`src/dpcs_pkg.sv`:
```
// Package for the disc player command/status port.
// Holds item/result structs, function and command-kind codes, byte constants.
// No dependencies.
`default_nettype none

package dpcs_pkg;

    // function codes of an input item
    localparam logic [2:0] FUNC_LATCH = 3'd0;
    localparam logic [2:0] FUNC_WRITE = 3'd1;
    localparam logic [2:0] FUNC_READ  = 3'd2;
    localparam logic [2:0] FUNC_VSYNC = 3'd3;

    // decoded command kinds
    localparam logic [3:0] KIND_NONE        = 4'd0;
    localparam logic [3:0] KIND_PLAY        = 4'd1;
    localparam logic [3:0] KIND_PAUSE       = 4'd2;
    localparam logic [3:0] KIND_SKIP_FWD    = 4'd3;
    localparam logic [3:0] KIND_SKIP_BACK   = 4'd4;
    localparam logic [3:0] KIND_SEARCH_PLAY = 4'd5;
    localparam logic [3:0] KIND_REVERSE     = 4'd6;
    localparam logic [3:0] KIND_AUDIO       = 4'd7;
    localparam logic [3:0] KIND_SEARCH_HALT = 4'd8;
    localparam logic [3:0] KIND_UNSUPPORTED = 4'd9;

    // command byte patterns
    localparam logic [7:0] C0_CONTROL    = 8'h00;
    localparam logic [7:0] C0_AUDIO      = 8'h02;
    localparam logic [3:0] C0_NIB_HALT   = 4'hD;
    localparam logic [3:0] C0_NIB_SEARCH = 4'hF;
    localparam logic [7:0] C1_PLAY       = 8'h00;
    localparam logic [7:0] C1_REVERSE    = 8'h10;
    localparam logic [7:0] C1_PAUSE      = 8'h20;
    localparam logic [3:0] C1_NIB_FWD    = 4'hE;
    localparam logic [3:0] C1_NIB_BACK   = 4'hF;

    // status field markers
    localparam logic [7:0] MARK_FIRST  = 8'hF0;
    localparam logic [7:0] MARK_SECOND = 8'hA0;

    typedef struct packed {
        logic [2:0]  func;
        logic [7:0]  data_byte;
        logic        line_level;
        logic [16:0] current_frame;
        logic        second_field;
        logic        player_playing;
    } item_t;

    typedef struct packed {
        logic [7:0]  read_data;
        logic        data_available;
        logic        ready_for_command;
        logic [3:0]  command_kind;
        logic [17:0] command_number;
    } result_t;

    // per-request strobes, already qualified by the pipeline advancing
    typedef struct packed {
        logic wr_rise;
        logic rd_fall;
        logic vsync;
    } ctl_t;

    // decimal digits of the frame number; top is frame / 10000 (0..13)
    typedef struct packed {
        logic [3:0] top;
        logic [3:0] d3;
        logic [3:0] d2;
        logic [3:0] d1;
        logic [3:0] d0;
    } digits_t;

endpackage

`default_nettype wire

```
`src/dpcs_bcd.sv`:
```
// Frame number to decimal digits, three register stages.
// Uses dpcs_pkg (digits_t). Each stage is a bank of constant compares
// followed by one subtract.
`default_nettype none

module dpcs_bcd
    import dpcs_pkg::*;
(
    input  wire logic        clk,
    input  wire logic        en,
    input  wire logic [16:0] frame,
    output digits_t          digits
);

    logic [3:0]  q1_reg, q1_next;
    logic [13:0] rem1_reg, rem1_next;
    logic [3:0]  q2_reg, d3_2_reg, d3_2_next;
    logic [9:0]  rem2_reg, rem2_next;
    logic [3:0]  q3_reg, d3_3_reg, d2_3_reg, d2_3_next;
    logic [6:0]  rem3_reg, rem3_next;
    logic [16:0] base1;
    logic [13:0] base2;
    logic [9:0]  base3;
    logic [6:0]  base4;
    logic [3:0]  d1;

    // ten-thousands
    always_comb
    begin
        q1_next = 4'd0;
        base1   = 17'd0;
        for (int k = 1; k <= 13; k++)
        begin
            if (frame >= 17'(k * 10000))
            begin
                q1_next = 4'(k);
                base1   = 17'(k * 10000);
            end
        end
        rem1_next = 14'(frame - base1);
    end

    // thousands
    always_comb
    begin
        d3_2_next = 4'd0;
        base2     = 14'd0;
        for (int k = 1; k <= 9; k++)
        begin
            if (rem1_reg >= 14'(k * 1000))
            begin
                d3_2_next = 4'(k);
                base2     = 14'(k * 1000);
            end
        end
        rem2_next = 10'(rem1_reg - base2);
    end

    // hundreds
    always_comb
    begin
        d2_3_next = 4'd0;
        base3     = 10'd0;
        for (int k = 1; k <= 9; k++)
        begin
            if (rem2_reg >= 10'(k * 100))
            begin
                d2_3_next = 4'(k);
                base3     = 10'(k * 100);
            end
        end
        rem3_next = 7'(rem2_reg - base3);
    end

    // tens and units, narrow enough to finish after the last stage
    always_comb
    begin
        d1    = 4'd0;
        base4 = 7'd0;
        for (int k = 1; k <= 9; k++)
        begin
            if (rem3_reg >= 7'(k * 10))
            begin
                d1    = 4'(k);
                base4 = 7'(k * 10);
            end
        end
        digits.top = q3_reg;
        digits.d3  = d3_3_reg;
        digits.d2  = d2_3_reg;
        digits.d1  = d1;
        digits.d0  = 4'(rem3_reg - base4);
    end

    always_ff @(posedge clk)
    begin
        if (en)
        begin
            q1_reg   <= q1_next;
            rem1_reg <= rem1_next;
            q2_reg   <= q1_reg;
            d3_2_reg <= d3_2_next;
            rem2_reg <= rem2_next;
            q3_reg   <= q2_reg;
            d3_3_reg <= d3_2_reg;
            d2_3_reg <= d2_3_next;
            rem3_reg <= rem3_next;
        end
    end

endmodule

`default_nettype wire

```
`src/dpcs_cmd.sv`:
```
// Command byte assembly and decode, plus the ready flag.
// Uses dpcs_pkg (ctl_t, command codes). The BCD weight of the first two
// bytes is folded in when the second byte arrives.
`default_nettype none

module dpcs_cmd
    import dpcs_pkg::*;
(
    input  wire logic        clk,
    input  wire logic        rst_n,
    input  wire ctl_t        ctl,
    input  wire logic [7:0]  latch,
    input  wire logic [16:0] frame,
    input  wire logic        second,
    input  wire logic        playing,
    output logic             ready_next,
    output logic [3:0]       kind,
    output logic [17:0]      num
);

    localparam logic [1:0] BYTE_FIRST = 2'd0;
    localparam logic [1:0] BYTE_MID   = 2'd1;
    localparam logic [1:0] BYTE_LAST  = 2'd2;

    logic [1:0]  count_reg;
    logic        ready_reg;
    logic [7:0]  c0_reg;
    logic [7:0]  c1_reg;
    logic [17:0] p5_reg;   // c0 low, c1 high, c1 low weighted as a frame
    logic [10:0] p3_reg;   // c1 low weighted as hundreds of a skip

    logic [7:0]  tail;
    logic [17:0] target;
    logic [18:0] target_m1;
    logic        behind;
    logic [17:0] skip_num;
    logic        done;

    assign tail      = 8'(latch[7:4]) * 8'd10 + 8'(latch[3:0]);
    assign target    = p5_reg + 18'(tail);
    assign target_m1 = {1'b0, target} - 19'd1;
    assign behind    = (target != 18'd0) && ({2'b00, frame} < target_m1);
    assign skip_num  = 18'(p3_reg) + 18'(tail);
    assign done      = ctl.wr_rise && (count_reg == BYTE_LAST);

    assign ready_next = ready_reg | ctl.wr_rise | ctl.vsync;

    always_comb
    begin
        kind = KIND_NONE;
        num  = 18'd0;
        if (done)
        begin
            priority if (c0_reg == C0_CONTROL)
            begin
                priority if (c1_reg == C1_PLAY)
                    kind = playing ? KIND_NONE : KIND_PLAY;
                else if (c1_reg == C1_REVERSE)
                    kind = KIND_REVERSE;
                else if (c1_reg == C1_PAUSE)
                    kind = KIND_PAUSE;
                else if (c1_reg[7:4] == C1_NIB_FWD)
                begin
                    kind = KIND_SKIP_FWD;
                    num  = skip_num;
                end
                else if (c1_reg[7:4] == C1_NIB_BACK)
                begin
                    kind = KIND_SKIP_BACK;
                    num  = skip_num;
                end
                else
                    kind = KIND_UNSUPPORTED;
            end
            else if (c0_reg == C0_AUDIO)
                kind = KIND_AUDIO;
            else if (c0_reg[7:4] == C0_NIB_HALT)
                kind = KIND_SEARCH_HALT;
            else if (c0_reg[7:4] == C0_NIB_SEARCH)
            begin
                // second field and short of target: skip up to the frame before it
                if (second && behind)
                begin
                    kind = KIND_SKIP_FWD;
                    num  = 18'(target_m1 - {2'b00, frame});
                end
                else
                begin
                    kind = KIND_SEARCH_PLAY;
                    num  = target;
                end
            end
            else
                kind = KIND_UNSUPPORTED;
        end
    end

    always_ff @(posedge clk or negedge rst_n)
    begin
        if (!rst_n)
        begin
            count_reg <= BYTE_FIRST;
            ready_reg <= 1'b0;
        end
        else
        begin
            ready_reg <= ready_next;
            if (ctl.vsync)
                count_reg <= BYTE_FIRST;
            else if (ctl.wr_rise)
                count_reg <= done ? BYTE_FIRST : count_reg + 2'd1;
        end
    end

    always_ff @(posedge clk)
    begin
        if (ctl.wr_rise)
        begin
            unique case (count_reg)
                BYTE_FIRST:
                    c0_reg <= latch;
                BYTE_MID:
                begin
                    c1_reg <= latch;
                    p5_reg <= 18'(c0_reg[3:0]) * 18'd10000
                            + 18'(latch[7:4]) * 18'd1000
                            + 18'(latch[3:0]) * 18'd100;
                    p3_reg <= 11'(latch[3:0]) * 11'd100;
                end
                default:
                    ;
            endcase
        end
    end

endmodule

`default_nettype wire

```
`src/dpcs_status.sv`:
```
// Status record, read index and data-available flag.
// Uses dpcs_pkg (ctl_t, digits_t, markers). Only the first three bytes of
// the record can be nonzero, so only those are stored.
`default_nettype none

module dpcs_status
    import dpcs_pkg::*;
#(
    parameter int STATUS_BYTES = 6
)
(
    input  wire logic       clk,
    input  wire logic       rst_n,
    input  wire ctl_t       ctl,
    input  wire digits_t    digits,
    input  wire logic       second,
    output logic            avail_next,
    output logic [7:0]      rd_next
);

    localparam int IDX_W = $clog2(STATUS_BYTES + 1);

    logic [7:0]       s0_reg, s0_next;
    logic [7:0]       s1_reg, s1_next;
    logic [7:0]       s2_reg, s2_next;
    logic [IDX_W-1:0] idx_reg, idx_next;
    logic             avail_reg;

    always_comb
    begin
        s0_next    = s0_reg;
        s1_next    = s1_reg;
        s2_next    = s2_reg;
        idx_next   = idx_reg;
        avail_next = avail_reg;
        if (ctl.vsync)
        begin
            s0_next    = (second ? MARK_SECOND : MARK_FIRST) | {4'h0, digits.top};
            s1_next    = {digits.d3, digits.d2};
            s2_next    = {digits.d1, digits.d0};
            idx_next   = '0;
            avail_next = 1'b1;
        end
        else if (ctl.rd_fall)
        begin
            // a falling strobe past the end drops data-available
            if (idx_reg < IDX_W'(STATUS_BYTES))
                idx_next = idx_reg + IDX_W'(1);
            else
                avail_next = 1'b0;
        end

        unique case (idx_next)
            IDX_W'(0): rd_next = s0_next;
            IDX_W'(1): rd_next = s1_next;
            IDX_W'(2): rd_next = s2_next;
            default:   rd_next = 8'h00;
        endcase
    end

    always_ff @(posedge clk or negedge rst_n)
    begin
        if (!rst_n)
        begin
            s0_reg    <= 8'h00;
            s1_reg    <= 8'h00;
            s2_reg    <= 8'h00;
            idx_reg   <= '0;
            avail_reg <= 1'b0;
        end
        else
        begin
            s0_reg    <= s0_next;
            s1_reg    <= s1_next;
            s2_reg    <= s2_next;
            idx_reg   <= idx_next;
            avail_reg <= avail_next;
        end
    end

endmodule

`default_nettype wire

```
`src/disc_player_command_status_port_unit.sv`:
```
// Disc player command/status port, top level.
// One request per cycle is accepted while result_stall does not hold the output result.
// The frame-to-decimal conversion sets the depth: three compare/subtract stages
// ahead of the stage that updates state and decodes commands.
// Reset (rst_n, async low) clears flags, counters, strobe levels, latch and status.
// Uses dpcs_pkg, dpcs_bcd, dpcs_cmd, dpcs_status.
`default_nettype none

module disc_player_command_status_port_unit
    import dpcs_pkg::*;
#(
    parameter int STATUS_BYTES = 6
)
(
    input  wire logic clk,
    input  wire logic rst_n,
    input  wire logic item_valid,
    output logic      item_stall,
    input  wire item_t item,
    output logic      result_valid,
    input  wire logic result_stall,
    output result_t   result
);

    logic    en;
    logic    a_valid_reg, b_valid_reg, c_valid_reg, d_valid_reg, out_valid_reg;
    item_t   a_item_reg, b_item_reg, c_item_reg, d_item_reg;
    result_t result_reg, result_next;
    logic [7:0] latch_reg;
    logic    wlev_reg;
    logic    rlev_reg;
    logic    fire;
    ctl_t    ctl;
    digits_t digits;
    logic    ready_next;
    logic    avail_next;
    logic [7:0]  rd_next;
    logic [3:0]  kind;
    logic [17:0] num;

    // whole pipeline moves together unless the held result is stalled
    assign en           = !out_valid_reg || !result_stall;
    assign item_stall   = !en;
    assign result_valid = out_valid_reg;
    assign result       = result_reg;

    assign fire = d_valid_reg && en;

    always_comb
    begin
        ctl.wr_rise = fire && (d_item_reg.func == FUNC_WRITE)
                      && d_item_reg.line_level && !wlev_reg;
        ctl.rd_fall = fire && (d_item_reg.func == FUNC_READ)
                      && !d_item_reg.line_level && rlev_reg;
        ctl.vsync   = fire && (d_item_reg.func == FUNC_VSYNC);
    end

    dpcs_bcd u_bcd (
        .clk    (clk),
        .en     (en),
        .frame  (a_item_reg.current_frame),
        .digits (digits)
    );

    dpcs_cmd u_cmd (
        .clk        (clk),
        .rst_n      (rst_n),
        .ctl        (ctl),
        .latch      (latch_reg),
        .frame      (d_item_reg.current_frame),
        .second     (d_item_reg.second_field),
        .playing    (d_item_reg.player_playing),
        .ready_next (ready_next),
        .kind       (kind),
        .num        (num)
    );

    dpcs_status #(
        .STATUS_BYTES (STATUS_BYTES)
    ) u_status (
        .clk        (clk),
        .rst_n      (rst_n),
        .ctl        (ctl),
        .digits     (digits),
        .second     (d_item_reg.second_field),
        .avail_next (avail_next),
        .rd_next    (rd_next)
    );

    always_comb
    begin
        result_next.read_data         = rd_next;
        result_next.data_available    = avail_next;
        result_next.ready_for_command = ready_next;
        result_next.command_kind      = kind;
        result_next.command_number    = num;
    end

    always_ff @(posedge clk or negedge rst_n)
    begin
        if (!rst_n)
        begin
            a_valid_reg   <= 1'b0;
            b_valid_reg   <= 1'b0;
            c_valid_reg   <= 1'b0;
            d_valid_reg   <= 1'b0;
            out_valid_reg <= 1'b0;
            latch_reg     <= 8'h00;
            wlev_reg      <= 1'b0;
            rlev_reg      <= 1'b0;
        end
        else
        begin
            if (en)
            begin
                a_valid_reg   <= item_valid;
                b_valid_reg   <= a_valid_reg;
                c_valid_reg   <= b_valid_reg;
                d_valid_reg   <= c_valid_reg;
                out_valid_reg <= d_valid_reg;
            end
            if (fire)
            begin
                if (d_item_reg.func == FUNC_LATCH)
                    latch_reg <= d_item_reg.data_byte;
                if (d_item_reg.func == FUNC_WRITE)
                    wlev_reg <= d_item_reg.line_level;
                if (d_item_reg.func == FUNC_READ)
                    rlev_reg <= d_item_reg.line_level;
            end
        end
    end

    always_ff @(posedge clk)
    begin
        if (en)
        begin
            a_item_reg <= item;
            b_item_reg <= a_item_reg;
            c_item_reg <= b_item_reg;
            d_item_reg <= c_item_reg;
            result_reg <= result_next;
        end
    end

endmodule

`default_nettype wire
```
`config.mk`:
```
export PLATFORM = sky130hd
export DESIGN_NAME = disc_player_command_status_port_unit
export DESIGN_NICKNAME = d
export VERILOG_FILES = /design/src/dpcs_pkg.sv /design/src/dpcs_bcd.sv /design/src/dpcs_cmd.sv /design/src/dpcs_status.sv /design/src/disc_player_command_status_port_unit.sv
export SDC_FILE = /design/constraint.sdc
export NUM_CORES = 1
export LEC_CHECK = 0
export BUFFER_PORTS_ARGS = -buffer_cell sky130_fd_sc_hd__buf_2
export CAP_MARGIN = 20
export CORE_MARGIN = 1.5
export CORE_UTILIZATION = 60
export CTS_CLUSTER_SIZE = 25
export DETAILED_ROUTE_END_ITERATION = 8
export PLACE_DENSITY = 0.78
export SLEW_MARGIN = 30
export SYNTH_ARGS = -nofsm -noshare
export SYNTH_HDL_FRONTEND = slang
export SYNTH_SLANG_ARGS = --single-unit
export TNS_END_PERCENT = 20
```
`constraint.sdc`:
```
create_clock -name clk -period 11.1 [get_ports clk]
set_input_delay 0 -clock clk [delete_from_list [all_inputs] [get_ports clk]]
set_output_delay 0 -clock clk [all_outputs]
set_load 0.02 [all_outputs]
```
Word-level counts from Yosys, hierarchy flattened
Index checks and enable logic that the tools add are counted.
{"block": "op_classes", "add_sub_neg": 13, "mul": 5, "order_cmp": 42, "eq_ne": 14, "mux": 112, "n_bitwise": 3, "reduce_logical": 33}
{"operator": "$mux 14", "n": 13}
{"operator": "$mux 18", "n": 10}
{"operator": "$ge 17x17->1 const B", "n": 7}
{"operator": "$mux 10", "n": 9}
{"operator": "$mux 4", "n": 20}
{"operator": "$mux 3", "n": 24}
{"operator": "$mux 7", "n": 10}
{"operator": "$ge 14x13->1 const B", "n": 4}
{"operator": "$ge 17x16->1 const B", "n": 3}
{"operator": "$ge 10x10->1 const B", "n": 4}
{"operator": "$ge 17x15->1 const B", "n": 2}
{"operator": "$ge 10x9->1 const B", "n": 3}
{"operator": "$ge 14x12->1 const B", "n": 2}
{"operator": "$mux 8", "n": 3}
{"operator": "$pmux 8 s3", "n": 1}
{"operator": "$mux 2", "n": 11}
{"operator": "$ge 7x6->1 const B", "n": 3}
{"operator": "$ge 7x7->1 const B", "n": 3}
{"operator": "$lt 17x19->1", "n": 1}
{"operator": "$sub 18x1->19 const B", "n": 1}
{"operator": "$add 18x11->18", "n": 1}
{"operator": "$add 18x14->18", "n": 1}
{"operator": "$add 18x8->18", "n": 1}
{"operator": "$mul 4x5->9 const B", "n": 2}
{"operator": "other kinds (43)", "n": 83}
{"block": "totals", "reg_bits": 300, "input_bits": 35, "output_inout_bits": 34, "wordCells": 283}

Longest topological paths before layout
Gate-level depths: netlist (run 1).
{"block": "logic_depth", "depth_word": 15, "ltp_mapped": 28, "depth_no_buf": 27}

Hierarchy
From an unflattened synthesis (run 1), not the netlist that was laid out.
{"block": "hier_totals", "cells_unflattened": 1474, "area_unflattened_um2": 17040.1}
{"module": "dpcs_cmd", "n_inst": 1, "cells_per_inst": 757, "area_per_inst_um2": 6443.7, "seq_area_each_um2": 1186.1}
{"module": "disc_player_command_status_port_unit", "n_inst": 1, "cells_per_inst": 199, "area_per_inst_um2": 5317.6, "seq_area_each_um2": 5059.9}
{"module": "dpcs_bcd", "n_inst": 1, "cells_per_inst": 398, "area_per_inst_um2": 3839.9, "seq_area_each_um2": 1651.6}
{"module": "dpcs_status", "n_inst": 1, "cells_per_inst": 120, "area_per_inst_um2": 1438.9, "seq_area_each_um2": 700.7}

Worst setup path after synthesis (run 1)
No wires, ideal clock.
{"block": "synth_timing", "path_kind": "register -> register", "start": "reg out_valid_reg, in the netlist result_valid", "end": "reg result_reg, in the netlist result[24] (data pin)", "setup_time_ns": 0.256, "arrival_time_ns": 8.251, "required_time_ns": 10.844, "path_slack_ns": 2.593, "stages_incl_launch_ff": 10, "n_path_buf": 0, "period_less_slack_ns": 8.507, "cell_sequence": "dfrtp_1 > nand2_1 > inv_1 > nor4b_1 > and4b_1 > nand2_1 > a21oi_1 > nor3_1 > and2_1 > o22a_1"}
{"block": "synth_between", "elab_chain_cells": 10, "elab_cells_between_ends": 16, "cone_classes": "eq/ne (2); mux (6); reduce/logical (8)"}
{"item": "start: declaration", "line": "disc_player_command_status_port_unit.sv:26", "rtl": "logic a_valid_reg, b_valid_reg, c_valid_reg, d_valid_reg, out_valid_reg;"}
{"item": "start signal: assignment", "line": "disc_player_command_status_port_unit.sv:120", "rtl": "out_valid_reg <= d_valid_reg;"}
{"item": "$logic_not 1->1 (*)", "line": "disc_player_command_status_port_unit.sv:42", "rtl": "assign en = !out_valid_reg || !result_stall;"}
{"item": "$logic_or 1x1->1 (*)", "line": "disc_player_command_status_port_unit.sv:42"}
{"item": "$logic_and 1x1->1 (*)", "line": "disc_player_command_status_port_unit.sv:47", "rtl": "assign fire = d_valid_reg && en;"}
{"item": "$logic_and 1x1->1", "line": "disc_player_command_status_port_unit.sv:53", "rtl": "ctl.rd_fall = fire && (d_item_reg.func == FUNC_READ)"}
{"item": "$logic_and 1x1->1 (2 in a row)", "line": "disc_player_command_status_port_unit.sv:54", "rtl": "&& !d_item_reg.line_level && rlev_reg;"}
{"item": "$mux 3", "line": "dpcs_status.sv:44", "rtl": "else if (ctl.rd_fall)"}
{"item": "$mux 3 (*)", "line": "dpcs_status.sv:36", "rtl": "if (ctl.vsync)"}
{"item": "named net u_status.idx_next[1]", "line": "dpcs_status.sv:26", "rtl": "logic [IDX_W-1:0] idx_reg, idx_next;"}
{"item": "$eq 3x2->1 (tied with other cells)", "line": "dpcs_status.sv:53", "rtl": "unique case (idx_next)"}
{"item": "$pmux 8 s3 (*)", "line": "dpcs_status.sv:53"}
{"item": "end signal: assignment", "line": "disc_player_command_status_port_unit.sv:142", "rtl": "result_reg <= result_next;"}
{"item": "end: declaration", "line": "disc_player_command_status_port_unit.sv:28", "rtl": "result_t result_reg, result_next;"}
The timed path passes the listed nets; every way through them passes the cells marked *.
A chain may end at the register's enable or synchronous reset.

Worst setup path after layout (run 1)
{"block": "layout_timing", "start": "reg latch_reg[5]", "end": "reg result_reg, in the netlist result[11] (data pin)"}
{"block": "layout_between", "elab_chain_cells": 12, "elab_cells_between_ends": 20, "cone_classes": "add/sub (5); mul (1); order compare (1); mux (10); reduce/logical (3)"}
{"item": "start: declaration", "line": "disc_player_command_status_port_unit.sv:29", "rtl": "logic [7:0] latch_reg;"}
{"item": "start signal: assignment", "line": "disc_player_command_status_port_unit.sv:125", "rtl": "latch_reg <= d_item_reg.data_byte;"}
{"item": "$mul 4x3->7 (*)", "line": "dpcs_cmd.sv:39", "rtl": "assign tail = 8'(latch[7:4]) * 8'd10 + 8'(latch[3:0]);"}
{"item": "$add 8x4->8 (*)", "line": "dpcs_cmd.sv:39"}
{"item": "$add 18x8->18", "line": "dpcs_cmd.sv:40", "rtl": "assign target = p5_reg + 18'(tail);"}
{"item": "$sub 18x1->19", "line": "dpcs_cmd.sv:41", "rtl": "assign target_m1 = {1'b0, target} - 19'd1;"}
{"item": "$lt 17x19->1", "line": "dpcs_cmd.sv:42", "rtl": "assign behind = (target != 18'd0) && ({2'b00, frame} < target_m1);"}
{"item": "$logic_and 1x1->1", "line": "dpcs_cmd.sv:42"}
{"item": "$logic_and 1x1->1", "line": "dpcs_cmd.sv:82", "rtl": "if (second && behind)"}
{"item": "$mux 18", "line": "dpcs_cmd.sv:82"}
{"item": "$mux 18", "line": "dpcs_cmd.sv:79", "rtl": "else if (c0_reg[7:4] == C0_NIB_SEARCH)"}
{"item": "$mux 18", "line": "dpcs_cmd.sv:77", "rtl": "else if (c0_reg[7:4] == C0_NIB_HALT)"}
{"item": "$mux 18", "line": "dpcs_cmd.sv:75", "rtl": "else if (c0_reg == C0_AUDIO)"}
{"item": "$mux 18 (*)", "line": "dpcs_cmd.sv:54", "rtl": "priority if (c0_reg == C0_CONTROL)"}
Every way passes the cells marked *; elsewhere a longest branch is shown, timed or not.

==> results of run 1 <==
critical path, stage by stage (launching register included):
cell	delay, ns
dfrtp_1	0.65
ha_1	0.35
ha_1	0.21
ha_1	0.33
nand3_1	0.12
a21o_1	0.18
a22oi_1	0.17
a21oi_1	0.07
a21oi_1	0.34
ha_1	0.22
nand2_1	0.07
a211oi_2	0.38
o211ai_1	0.20
xor2_1	0.40
nor4bb_1	0.35
nand2_1	0.13
nor2_1	0.14
xnor2_1	0.11
ha_1	0.39
nand2_1	0.10
a2111oi_0	0.44
a21oi_1	0.15
or3_1	0.38
o2bb2a_4	0.23
o221ai_4	0.71
mux2_2	0.41
o21ai_0	0.20
how the worst min path moves through the flow:
stage | from | to | slack [ns] | depth (start not counted)
2_1_floorplan | rst_n | a_valid_reg | -0.30 | 0
3_3_place_gp | rst_n | latch_reg[6] | 0.16 | 2
3_5_place_dp | rst_n | latch_reg[5] | 0.16 | 2
4_1_cts | rst_n | latch_reg[1] | 0.1 | 3
5_1_grt | item[8] | a_item_reg[8] | 0.13 | 2
6_report | rst_n | latch_reg[4] | 0.10 | 3
metal layers:
metal	track usage, %	vias up	share of wire [%]
met2	39.5	385	46
li1	-	5413	-
met1	32.9	5352	45
met3	3.88	72	6.3
met4	8.15	0	3.0
met5	0	-	0
kinds of logic (layout without fill, tap and decap cells):
kind of cell    count (synthesis)  in the layout  share of synthesized area [%]
simple gates                  383            383                           11.3
compound gates                328            328                           13.3
flops                         285            285                           51.3
buf+inv                       170            291                           4.05
fa+ha+maj                     154            154                           13.1
xor+xnor                       99             99                           5.34
mux                            25             25                           1.64
cell type report:
type | instances | share of cell area (%)
sequential | 285 | 45.5
tap | 341 | 2.33
inverter | 128 | 2.63
timing repair buffer | 107 | 3.93
clock buffer | 41 | 4.66
clock inverter | 15 | 1.12
multi-input combinational | 989 | 39.8
stage by stage:
stage	instance area, um^2	cells
2_1_floorplan	16200	1444
3_3_place_gp	16900	1817
3_5_place_dp	16900	1817
4_1_cts	18300	1906
5_1_grt	18300	1906
6_report	18300	1906
cells in the final DEF, fill, tap and decap left out, types with 6 or more instances in the layout:
cell / instances
a211o_1: 7
a211oi_1: 12
a21o_1: 30
a21oi_1: 89
a31oi_1: 11
buf_2: 68
clkbuf_16: 30
clkbuf_8: 6
dfrtp_1: 46
dlygate4sd3_1: 33
edfxtp_1: 239
fa_1: 26
ha_1: 128
inv_1: 128
mux2_2: 13
mux2i_1: 12
nand2_1: 114
nand2b_1: 20
nand3_1: 29
nand4_1: 9
nor2_1: 103
nor2b_1: 14
nor3_1: 33
nor4_1: 9
o2111ai_1: 6
o211ai_1: 10
o21a_1: 12
o21ai_0: 80
o22ai_1: 9
o31ai_1: 7
or3_1: 10
xnor2_1: 60
xor2_1: 39
repair_timing:
action | in CTS | in global routing
hold buffers | 33 | 0
gates resized for setup | 0 | 0
setup endpoints to repair | 0 | 0
hold endpoints to repair | 78 | 0
==> impl_metrics.yaml, run 1 <==
timing:
  rsz0062_at_grt: "no"
  setup_slack_ns: 3.47
  slew_headroom_pct: 38.0
  fin_skew_ns: 0.0108
  worst_slew_pin_slew_ns: 0.931
  finalSetupTns_ns: 0
  setup_viol: 0
  period_needed_ns: 7.63
  drv_slew: 0
  finalCritPeriodShare_pct: 68.8
  finalHoldViolCount: 0
  hold_ws_ns: 0.101
  max_freq_ghz: 0.131
critical_path:
  end_kind: "flop"
  cp-endpoint: "result[11]"
  critPathLaunch: "latch_reg[5]"
  critPathArrivalTime_ns: 8.01
  r2r_end: "result[11]"
  worstPathRequired_ns: 11.48
  worstSetupPathType: "reg -> reg"
  startpoint_type: "flop"
  reg2regPathDepth: 26
  path_max_fanout: 25
  regToRegSetupSlack_ns: 3.47
  r2r-start: "latch_reg[5]"
drt:
  drc_errors: 0
  first_pass_iters: 5
  vias: 11200
  wire_per_inst_um: 17.5
  vias_per_cell: 5.89
  antenna_left: 0
  drt_iter0_drc: 850
  drt_wl_total_um: 33300
finish:
  multi_input_area_mm2: 0.00728
  fin_util_pct: 68.4
  final_nets: 1730
  diodes: 0
  layout-drive-gt1-share_pct: 10.2
  largest_register_ffs: 32
  regArea_mm2: 0.00833
  syn2layout_area_growth_pct: 12.6
  fill_cells: 1949
synthesis:
  synth_cell_types: 76
  ys.flop_type: "edfxtp_1"
  synth_nets: 1633
  synth_common_cells: "edfxtp_1, ha_1, inv_1"
  yosysWarnings: 0
  syn_area_mm2: 0.0162
  synth-edff-count: 239
  synth_top_area_share_pct: 44.2
  synthTopCellsByArea: "edfxtp_1, ha_1, dfrtp_1, xnor2_1, fa_1"
  yosys.cell_count.top_type: "edfxtp_1"
  synthCells: 1444
  synth_seq_cells: 285
  synth_top_cell_by_area: "edfxtp_1"
  syn_area_per_cell_um2: 11.2
  synthArstFlopShare_pct: 16.1
  yosysSeqAreaShare_pct: 51.3
placed_design:
  place_congestion: 0.898
  post-place-ws_ns: 3.55
  io_buffers: 68
  hpwlAfterDp_um: 23600
die:
  fp-row-count: 60
  initial_core_util_pct: 60.8
  die_w_um: 168
  core_mm2: 0.0267
  die_height_um: 168
  io_pins: 69
  die_area_mm2: 0.0281
status:
  status: "complete, no violations"
cts:
  cts_setup_buffers: 0
  numCtsBuffers: 30
  cts.sinks: 285
  root_buffer: "clkbuf_16"
  cts_max_path_buffers: 3
  cts.htree.levels: 1
  worstSkewPairLatency_ns: 0.57
  clk_pin_slew_worst_paths_ns: 0.06
  cts_tree: "built"
global_routing:
  grt_pass1_wl_um: 54200
  grt_overflow: 0
  antenna_found_initial: 0
  grtUsageTotal_pct: 24.1
  grt_start_max_net_pins: 82
  grt_pass1_vias: 11100
job:
  drv_cap: 0
hold_path:
  hold_class: "in -> async"
Power of run 1 is not shown: default switching activity piles up to over one toggle a cycle in this logic, so the estimate is an artifact.
==> inputs of run 2 (changes only) <==
Settings changed: ABC_AREA set to 1.
Clock period 11.1 ns to 7.5 ns, I/O delays scaled along.
==> run 2 against run 1 <==
Net effect: critical path depth rose by 4; clock skew grew 0.0020 ns; die area grew 1.6%; register-to-register slack got worse by 2.2 ns; first-iteration DRC count grew 32%; global-route usage rose by 1.5 points; worst setup slack worse by 2.2 ns; sequential cell count unchanged; final cell count rose by 15%; sequential share of layout area is 0.77 points lower; critical endpoint unchanged; highest routed layer unchanged.
==> impl_metrics.yaml, run 2 <==
die:
  die_area_mm2: 0.0285
  die_height_um: 169
  fp-row-count: 60
  io_pins: 69
  core_mm2: 0.0270
  initial_core_util_pct: 61.3
  die_w_um: 169
timing:
  finalCritPeriodShare_pct: 82.8
  worst_slew_pin_slew_ns: 0.939
  slew_headroom_pct: 37.3
  rsz0062_at_grt: "no"
  finalHoldViolCount: 0
  period_needed_ns: 6.21
  setup_viol: 0
  drv_slew: 0
  finalSetupTns_ns: 0
  setup_slack_ns: 1.29
  max_freq_ghz: 0.161
  fin_skew_ns: 0.0128
placed_design:
  place_congestion: 0.953
  hpwlAfterDp_um: 26100
  io_buffers: 68
  post-place-ws_ns: 1.45
job:
  drv_cap: 0
drt:
  antenna_left: 0
  first_pass_iters: 7
  wire_per_inst_um: 16.0
  drc_errors: 0
  drt_wl_total_um: 35100
  vias_per_cell: 5.50
  drt_iter0_drc: 1124
  vias: 12100
synthesis:
  yosys.cell_count.top_type: "nand2_1"
  synth_nets: 1895
  synth-edff-count: 239
  yosysWarnings: 0
  synthCells: 1706
  synthArstFlopShare_pct: 16.1
  synth_cell_types: 55
  synth_seq_cells: 285
  synth_top_area_share_pct: 43.5
  synth_common_cells: "nand2_1, inv_1, edfxtp_1"
  synthTopCellsByArea: "edfxtp_1, ha_1, nand2_1, dfrtp_1, inv_1"
  syn_area_per_cell_um2: 9.68
  ys.flop_type: "edfxtp_1"
  syn_area_mm2: 0.0165
  synth_top_cell_by_area: "edfxtp_1"
  yosysSeqAreaShare_pct: 50.4
cts:
  cts_tree: "built"
  numCtsBuffers: 30
  cts_max_path_buffers: 3
  clk_pin_slew_worst_paths_ns: 0.06
  cts_resized: 0
  cts.sinks: 285
  root_buffer: "clkbuf_16"
  cts.htree.levels: 1
  worstSkewPairLatency_ns: 0.56
finish:
  layout-drive-gt1-share_pct: 8.53
  syn2layout_area_growth_pct: 12.7
  final_cell_mix: "nand2_1, inv_1, edfxtp_1"
  final_nets: 2017
  largest_register_ffs: 32
  diodes: 0
  final_common_cell: "nand2_1"
global_routing:
  grt_start_max_net_pins: 125
  grtUsageTotal_pct: 25.5
  antenna_found_initial: 0
  grt_overflow: 0
  grt_pass1_vias: 11500
  grt_pass1_wl_um: 57700
status:
  status: "complete, no violations"
critical_path:
  worstPathRequired_ns: 7.81
  critPathArrivalTime_ns: 6.52
  crit_buf_inv: 1
  slowest_delay_ns: 0.63
  path_delay_family: "simple AND/OR/NAND/NOR gates"
  end_kind: "flop"
  cpMostUsedCell: "nand2_1"
  path_max_fanout: 18
  crit_slowest_cell: "dfrtp_1"
  startpoint_type: "flop"
  worstSetupPathType: "reg -> reg"
hold_path:
  hold_class: "in -> async"
run 2: cell families after synthesis:
group	Yosys count	synth area share (%)
buf+inv	286	6.59
xor+xnor	83	4.49
simple gates	643	16.7
mux	6	0.387
fa+ha+maj	154	12.9
compound gates	249	8.55
flops	285	50.4
run 2: what timing repair did:
item | CTS | global route
hold endpoints to repair | 78 | 0
hold buffers | 33 | 0
setup buffers | 0 | 0
run 2: final cells by class:
cell class                 count  area [um^2]
fill                        2016         8350
clock buffer                  39          836
sequential                   285         8330
clock inverter                17          170
inverter                     271         1020
tap                          341          427
multi-input combinational   1135         7120
timing repair buffer         105          707
run 2: worst paths after layout:
path	endpoint	cells after the start	slack (ns)	start
worst max-delay path	result[11]	30	1.29	latch_reg[5]
worst min register to register	c_item_reg[3]	0	0.41	b_item_reg[3]
worst min-delay path	u_status.s2_reg[7]	2	0.007	rst_n
min in group clk	a_item_reg[21]	2	0.14	item[21]
max in group asynchronous	latch_reg[4]	2	7.02	rst_n
worst max register to register	result[11]	30	1.29	latch_reg[5]
run 2: layer usage:
layer | track usage, % | vias up | part of all wire (%)
met5 | 0 | - | 0
met4 | 8.31 | 0 | 2.5
met3 | 3.39 | 64 | 6.0
met2 | 39.9 | 397 | 44
met1 | 37.1 | 5589 | 47
li1 | - | 6001 | -
run 2: worst register-to-register path: cells and delay by family (launching register included):
kind	cells	cell delay (ns)
DFF	1	0.63
xor gates and xnor gates	4	1.23
adders and majority gates	5	1.44
AOI/OAI and AO/OA	2	0.37
and+or+nand+nor	18	2.25
buffers and inverters	1	0.05
run 2: metrics by stage:
step | instances | area [um^2] | utilization (%) | hold slack (ns)
final | 2193 | 18600 | 69.0 | 0.00702
after CTS | 2193 | 18600 | 69.0 | 0.0323
after floorplan | 1706 | 16500 | - | -0.296
after global routing | 2193 | 18600 | 69.0 | 0.0803
after detailed placement | 2104 | 17300 | 64.1 | 0.0640
after global placement | 2104 | 17300 | 64.0 | 0.176
Power of run 2 is left out for the same reason.
==> inputs of run 3 (changes only) <==
Settings changed: CORE_UTILIZATION 60 to 57, PLACE_DENSITY 0.78 to 0.77.
Clock period 7.5 ns to 5.1 ns, I/O delays scaled along.
==> run 3 against run 2 <==
Net effect: the flow now finishes with violations (setup timing); highest routed layer unchanged; global-route usage up 0.63 points; clock skew up 0.0026 ns; critical path depth up 1; routed wire length up 16%; sequential cell count unchanged; hold slack better by 0.12 ns; largest cell class unchanged; die area up 5.2%; cell area up 10%; non-clock buffer count up 122; register-to-register slack worse by 1.4 ns; first-iteration DRC count down 0.62%.
==> impl_metrics.yaml, run 3 (synthesis results as in run 2) <==
critical_path:
  critPathLaunch: "latch_reg[5]"
  crit_slowest_cell: "dfrtp_2"
  cpMostUsedCell: "nand2_1"
  regToRegSetupSlack_ns: -0.08
  end_kind: "flop"
  startpoint_type: "flop"
  worstPathRequired_ns: 5.40
  r2r-start: "latch_reg[5]"
  worstSetupPathType: "reg -> reg"
  r2r_end: "result[5]"
  reg2regPathDepth: 31
  slowest_delay_ns: 0.48
  path_max_fanout: 6
  critPathArrivalTime_ns: 5.48
global_routing:
  grt_pass1_wl_um: 62900
  antenna_found_initial: 0
  grt_start_max_net_pins: 80
  grt_pass1_vias: 12700
  grt_overflow: 0
  grtUsageTotal_pct: 26.2
timing:
  finalHoldViolCount: 0
  max_freq_ghz: 0.193
  worst_slew_pin_slew_ns: 0.910
  slew_headroom_pct: 39.3
  drv_slew: 0
  finalCritPeriodShare_pct: 102
  rsz0062_at_grt: "yes"
  setup_slack_ns: -0.0819
  setup_viol: 17
  fin_skew_ns: 0.0153
  period_needed_ns: 5.18
status:
  status: "complete, but fails checks"
  violations: "setup timing"
cts:
  worstSkewPairLatency_ns: 0.58
  clk_pin_slew_worst_paths_ns: 0.06
  cts.sinks: 285
  numCtsBuffers: 31
  cts_tree: "built"
  cts_max_path_buffers: 3
  root_buffer: "clkbuf_16"
  cts.htree.levels: 1
drt:
  drt_iter0_drc: 1117
  drc_errors: 0
  vias: 13000
  first_pass_iters: 8
  wire_per_inst_um: 17.2
  antenna_left: 0
  drt_wl_total_um: 40600
  vias_per_cell: 5.51
die:
  fp-row-count: 62
  die_w_um: 173
  die_height_um: 173
  die_area_mm2: 0.0300
  io_pins: 69
  core_mm2: 0.0286
  initial_core_util_pct: 57.7
placed_design:
  post-place-ws_ns: -0.270
  place_congestion: 0.925
  hpwlAfterDp_um: 28500
  io_buffers: 68
finish:
  regArea_mm2: 0.00833
  final_nets: 2141
  largest_register_ffs: 32
  final_common_cell: "nand2_1"
  layout-drive-gt1-share_pct: 20.2
  multi_input_area_mm2: 0.00796
  fill_cells: 1965
  final_cell_mix: "nand2_1, inv_1, edfxtp_1"
  diodes: 0
  syn2layout_area_growth_pct: 24.3
hold_path:
  hold_depth: 2
  hold_class: "in -> reg"
  min-delay-start: "item[12]"
  min_to: "a_item_reg[12]"
job:
  drv_cap: 0
## run 3: cell types whose count changed in the layout (fill, tap and decap cells not counted), moves of 14 or more
| cell | delta |
|---|---|
| nand2_2 | +19 |
| ha_1 | -23 |
| buf_4 | +114 |
| ha_4 | +23 |
| a21oi_1 | -14 |
| nand2_1 | -25 |
| nand3_1 | -22 |
| nand3_2 | +20 |
## run 3: routing by layer
layer  wire, um  global-route usage (%)  vias to the layer above
met3       2660                    3.89                      116
met1      17300                    35.4                     6132
li1           -                       -                     6258
met2      19200                    43.2                      493
met4       1480                    9.38                        0
met5          0                       0                        -
## run 3: what timing repair did
action / in CTS / in global routing
endpoints found under the setup margin: 20 / 24
hold buffers: 36 / 0
gates resized for setup: 40 / 125
gates cloned: 1 / 1
setup buffers: 2 / 14
pin swaps: 16 / 61
hold endpoints to repair: 79 / 0
## run 3: how the worst max path moves through the flow
stage | endpoint | slack (ns) | cells past startpoint
floorplan | result[0] | 0.02 | 29
global placement | result[20] | -0.11 | 33
detailed placement | result[14] | -0.27 | 30
CTS | result[1] | 0.006 | 31
global route | result[17] | -0.31 | 27
finish | result[5] | -0.08 | 31
## run 3: area by class of cell
type                    instances  share of cell area, %
repair buffers                227                   8.14
flip-flops and latches        285                   40.6
clock buffers                  41                   4.06
inverters                     271                   4.99
clock inverters                17                   1.12
well taps                     384                   2.34
multi-input cells            1136                   38.8
## run 3: worst max-delay path, delay by kind of cell, from the launching register on
kind / cells / cell delay [ns]
compound gates: 4 / 0.44
xor+xnor: 1 / 0.28
fa+ha+maj: 3 / 0.92
buf+inv: 5 / 0.76
flops: 1 / 0.48
simple gates: 18 / 2.01
## run 3: metrics by stage
stage	util, %	hold WS (ns)	area (um^2)	instances	setup TNS, ns
after floorplan	-	-0.296	16500	1706	0
after global placement	63.2	0.176	18100	2249	-1.01
after detailed placement	63.2	0.0638	18100	2249	-4.74
after CTS	68.9	0.103	19700	2346	0
after global routing	71.7	0.105	20500	2361	-5.23
final	71.7	0.129	20500	2361	-0.713
Power of run 3 is left out for the same reason.
